**src/rtl/apr_pkg.sv**
```systemverilog
// apr_pkg: shared types and constants of the aging page replacement unit
// input and result word formats, operation codes, controller states,
// and the command and status groups between controller and datapath
package apr_pkg;

  localparam logic [1:0] OP_REFERENCE = 2'd0;
  localparam logic [1:0] OP_SELECT    = 2'd1;
  localparam logic [1:0] OP_CLEAR     = 2'd2;

  localparam int         CFG_BITS        = 8;
  localparam logic [7:0] FIU_RESET       = 8'd128;
  localparam int         APB_DATA_BITS   = 32;
  localparam int         APB_ADDR_BITS   = 2;

  typedef struct packed {
    logic [1:0] operation;
    logic [6:0] frame_index;
  } in_item_t;

  typedef struct packed {
    logic [6:0]  victim_frame;
    logic [31:0] victim_age;
  } out_item_t;

  typedef enum logic [2:0] {
    ST_SWEEP,
    ST_IDLE,
    ST_REF_WR,
    ST_MOD,
    ST_PREP,
    ST_SCAN,
    ST_FINISH
  } apr_state_t;

  // commands from controller to datapath
  typedef struct packed {
    logic sweep;
    logic ref_read;
    logic ref_write;
    logic clr_write;
    logic mod_start;
    logic mod_step;
    logic scan_start;
    logic scan_run;
    logic finish;
  } apr_cmd_t;

  // status from datapath to controller
  typedef struct packed {
    logic sweep_last;
    logic idx_ok;
    logic mod_last;
    logic scan_done;
    logic out_free;
  } apr_status_t;

endpackage

```
**src/rtl/apr_ctrl.sv**
```systemverilog
// apr_ctrl: controller state machine of the aging page replacement unit
// sequences clearing sweep, reference, clear and select; uses apr_pkg
module apr_ctrl
  import apr_pkg::*;
(
  input  logic        clk,
  input  logic        rst,
  input  logic        in_valid,
  input  logic [1:0]  in_op,
  input  apr_status_t status,
  output apr_cmd_t    cmd,
  output logic        in_stall
);

  apr_state_t state, state_next;

  always_ff @(posedge clk) begin
    if (rst) begin
      state <= ST_SWEEP;
    end else begin
      state <= state_next;
    end
  end

  always_comb begin
    state_next = state;
    cmd        = '0;
    in_stall   = (state != ST_IDLE);
    unique case (state)
      ST_SWEEP: begin
        cmd.sweep = 1'b1;
        if (status.sweep_last) begin
          state_next = ST_IDLE;
        end
      end
      ST_IDLE: begin
        if (in_valid) begin
          unique case (in_op)
            OP_REFERENCE: begin
              if (status.idx_ok) begin
                cmd.ref_read = 1'b1;
                state_next   = ST_REF_WR;
              end
            end
            OP_CLEAR: begin
              cmd.clr_write = status.idx_ok;
            end
            OP_SELECT: begin
              cmd.mod_start = 1'b1;
              state_next    = ST_MOD;
            end
            default: ;
          endcase
        end
      end
      ST_REF_WR: begin
        cmd.ref_write = 1'b1;
        state_next    = ST_IDLE;
      end
      ST_MOD: begin
        cmd.mod_step = 1'b1;
        if (status.mod_last) begin
          state_next = ST_PREP;
        end
      end
      ST_PREP: begin
        cmd.scan_start = 1'b1;
        state_next     = ST_SCAN;
      end
      ST_SCAN: begin
        cmd.scan_run = 1'b1;
        if (status.scan_done) begin
          state_next = ST_FINISH;
        end
      end
      ST_FINISH: begin
        // hold the victim until the result register can take it
        if (status.out_free) begin
          cmd.finish = 1'b1;
          state_next = ST_IDLE;
        end
      end
      default: state_next = ST_IDLE;
    endcase
  end

endmodule

```
**config.mk**
```make
export PLATFORM = sky130hd
export DESIGN_NAME = apr_ctrl
export DESIGN_NICKNAME = d
export VERILOG_FILES = /design/src/rtl/apr_pkg.sv /design/src/rtl/apr_ctrl.sv
export SDC_FILE = /design/constraint.sdc
export NUM_CORES = 1
export LEC_CHECK = 0
export ABC_AREA = 1
export BUFFER_PORTS_ARGS = -buffer_cell sky130_fd_sc_hd__clkbuf_2
export CAP_MARGIN = 10
export CORE_AREA = 10 10 47 49
export DETAILED_ROUTE_END_ITERATION = 12
export DIE_AREA = 0 0 57 59
export SETUP_SLACK_MARGIN = 0.1
export SKIP_LAST_GASP = 1
export SLEW_MARGIN = 20
export SYNTH_ARGS = -nofsm -noshare
export SYNTH_HDL_FRONTEND = slang
export SYNTH_SLANG_ARGS = --single-unit
export TNS_END_PERCENT = 20
```
**constraint.sdc**
```tcl
create_clock -name clk -period 1.35 [get_ports clk]
set_input_delay 0.0675 -clock clk [delete_from_list [all_inputs] [get_ports clk]]
set_output_delay 0.0675 -clock clk [all_outputs]
set_load 0.05 [all_outputs]
```
==> metrics.cfg <==
[logic_synthesis]
synthMuxAreaShare_pct=0
synth.area.top_cells=dfxtp_1 18%, inv_1 13%, nand2_1 11%
syn_area_um2=329.1
yosysSeqAreaShare_pct=18.25
synth_area_leader_cell=dfxtp_1
synth_compound_area_share_pct=3.802
synth_top_family_by_area=simple AND/OR/NAND/NOR gates
synth.distinct_cells=15
synth_nets=69
synthXorXnorAreaFrac_pct=0
synth-seq-cells=3
synthSimpleGateAreaFrac_pct=57.41
synthAdderAreaFrac_pct=0
synthesis.instances=59
synth_area_per_cell_um2=5.577
synth_top_area_share_pct=18.25
synth_warnings=0

[timing]
final-setup-viol-count=0
setup_ws_ps=64.41
hold_viol=0
worstMarginPinSlew_ps=279.3
grt_setup_unrepaired=true
fin_crit_sh_pct=95.23
clock_skew_ps=5.584
max_slew_margin_pct=81.46
max_freq_mhz=777.9
drv_slew=0
post-route-min-period_ps=1286

[global_routing]
grt_max_degree=8
grtUsageTotal_pct=6.976
antenna_found_initial=0
grt_pass1_vias=467
grt_overflow_total=0
grt_pass1_wl_um=1938

[critical_path]
path_common_cell=inv_2
path_delay_family=simple AND/OR/NAND/NOR gates
crit_arrival_ps=1220
path_max_fanout=4
crit-reg2reg-launch=state[1]
critPathLaunchType=register
path_cells=inv_2 -> nand3_4 -> inv_2 -> nand4_1 -> nor2_2 -> buf_8
r2r_slack_ps=140
crit_end=cmd[7]
r2r-end=state[0]
crit_path_end_kind=primary output
reg2reg_depth=9
worstSetupPathType=register to primary output
cpPeakStageDelay_ps=320
critPathSlowestCell=dfxtp_2
crit_start=state[1]
crit_cells=6
path_buf_inv=3
cp_data_required_time_ps=1280

[floorplan]
die_h_um=59
initial_utilization_pct=23.48
die_w_um=57
io_pins=20
num_rows=14
dieArea_um2=3363
core_area_um2=1401

[run_status]
outcome=finished clean

[layout]
largest-register=state
final_nets=102
area_delta_synth_final_pct=78.33
layoutNonFillerInstCount=107
final_area_um2=586.8
antennaDiodeCount=0
largest_register_ffs=3
drive_above_1_share_pct=58.24
postLayoutCoreUtil_pct=41.88
reg_top3=state (3)

[clock_network]
clkTransAtPathRegs_ps=40
cts_tree=yes
h-tree-depth=1
cts_inserted_buffers=3
cts_root_buffer=clkbuf_4
holdBufCountCts=0
cts_sinks=3
clock_path_buffers=2
clock_latency_ps=230

[placement]
globalplace.congestion=0.7552
place_ws_ps=34.10
numPortBuffers=19
place_area_um2=474.2
dp_hpwl_um=860.6
dpl.cell_count=96

[drt]
finalWirelength_um=1062
via_count=468
via_per_inst=4.374
wl_per_cell_um=9.925
drtAntennaViolNets=0
drc_errors=0
drt-initial-drc-count=5
dr.pass1.iters=2

[pwr]
total_power_mw=1.292
power_density_nw_per_um2=2202
p_leak_nw=0.3384
irDropWorstVdd_mv=0.8236

[job]
drv_cap=0

[worst_hold_path]
hold_class=primary input to register

layer usage:
layer	track usage (%)	wire length, um
met2	12.56	590
met4	5.034	0
met3	1.717	57
met1	6.818	413
met5	0	0
synth_stat cells (all sizes together):
cell and number:
inv 16, nand2 12, nor2 12, nand3 6, nor3 4, dfxtp 3
nand4 3, a21oi 1, buf 1, o211ai 1
cells in the final DEF, fill, tap and decap left out:
cell	count
dfxtp_2	2
nor3_1	2
nor2_2	5
buf_2	1
inv_2	6
buf_4	10
o211ai_1	1
nand2_2	2
nand2_1	10
clkbuf_4	3
nor3_2	2
nand3_4	1
inv_1	10
clkbuf_2	16
nor2_1	6
dfxtp_4	1
buf_8	2
a21oi_1	1
nand3_2	1
nor2_4	1
nand4_1	3
nand3_1	4
clkbuf_1	1
how the worst min path moves through the flow:
stage | start | to | slack (ps) | cells after the start
floorplan | rst | state[2] | 140 | 1
global placement | rst | state[2] | 250 | 2
detailed placement | rst | state[2] | 250 | 2
CTS | rst | state[2] | 2 | 2
global route | rst | state[2] | 20 | 2
finish | rst | state[2] | 2 | 2
stage by stage:
step | TNS, ps | hold WS (ps)
detailed placement | 0 | 253.3
global placement | 0 | 248.8
CTS | 0 | 2.001
finish | 0 | 2.296
floorplan | -1117 | 136.6
global route | -49.05 | 16.48
where the power goes:
part	internal, mW	switching (mW)
combinational	0.356	0.593
sequential	0.137	0.0457
clock	0.111	0.0490
timing repair:
action | CTS | global route
gates cloned | 0 | 0
gates resized for setup | 10 | 3
pin swaps | 3 | 3
setup buffers | 6 | 1
endpoints found under the setup margin | 11 | 12
layout make-up:
| cell class | count | area, um^2 |
|---|---|---|
| clock buffers | 4 | 26.28 |
| fillers | 160 | 814.5 |
| inverters | 16 | 60.06 |
| multi-input cells | 39 | 224.0 |
| flip-flops and latches | 3 | 66.31 |
| well taps | 16 | 20.02 |
| repair buffers | 29 | 190.2 |
cell families after synthesis:
group           after synthesis
buf+inv                      17
flops                         3
simple gates                 37
compound gates                2
No activity file was read; power rests on OpenSTA's default activity.
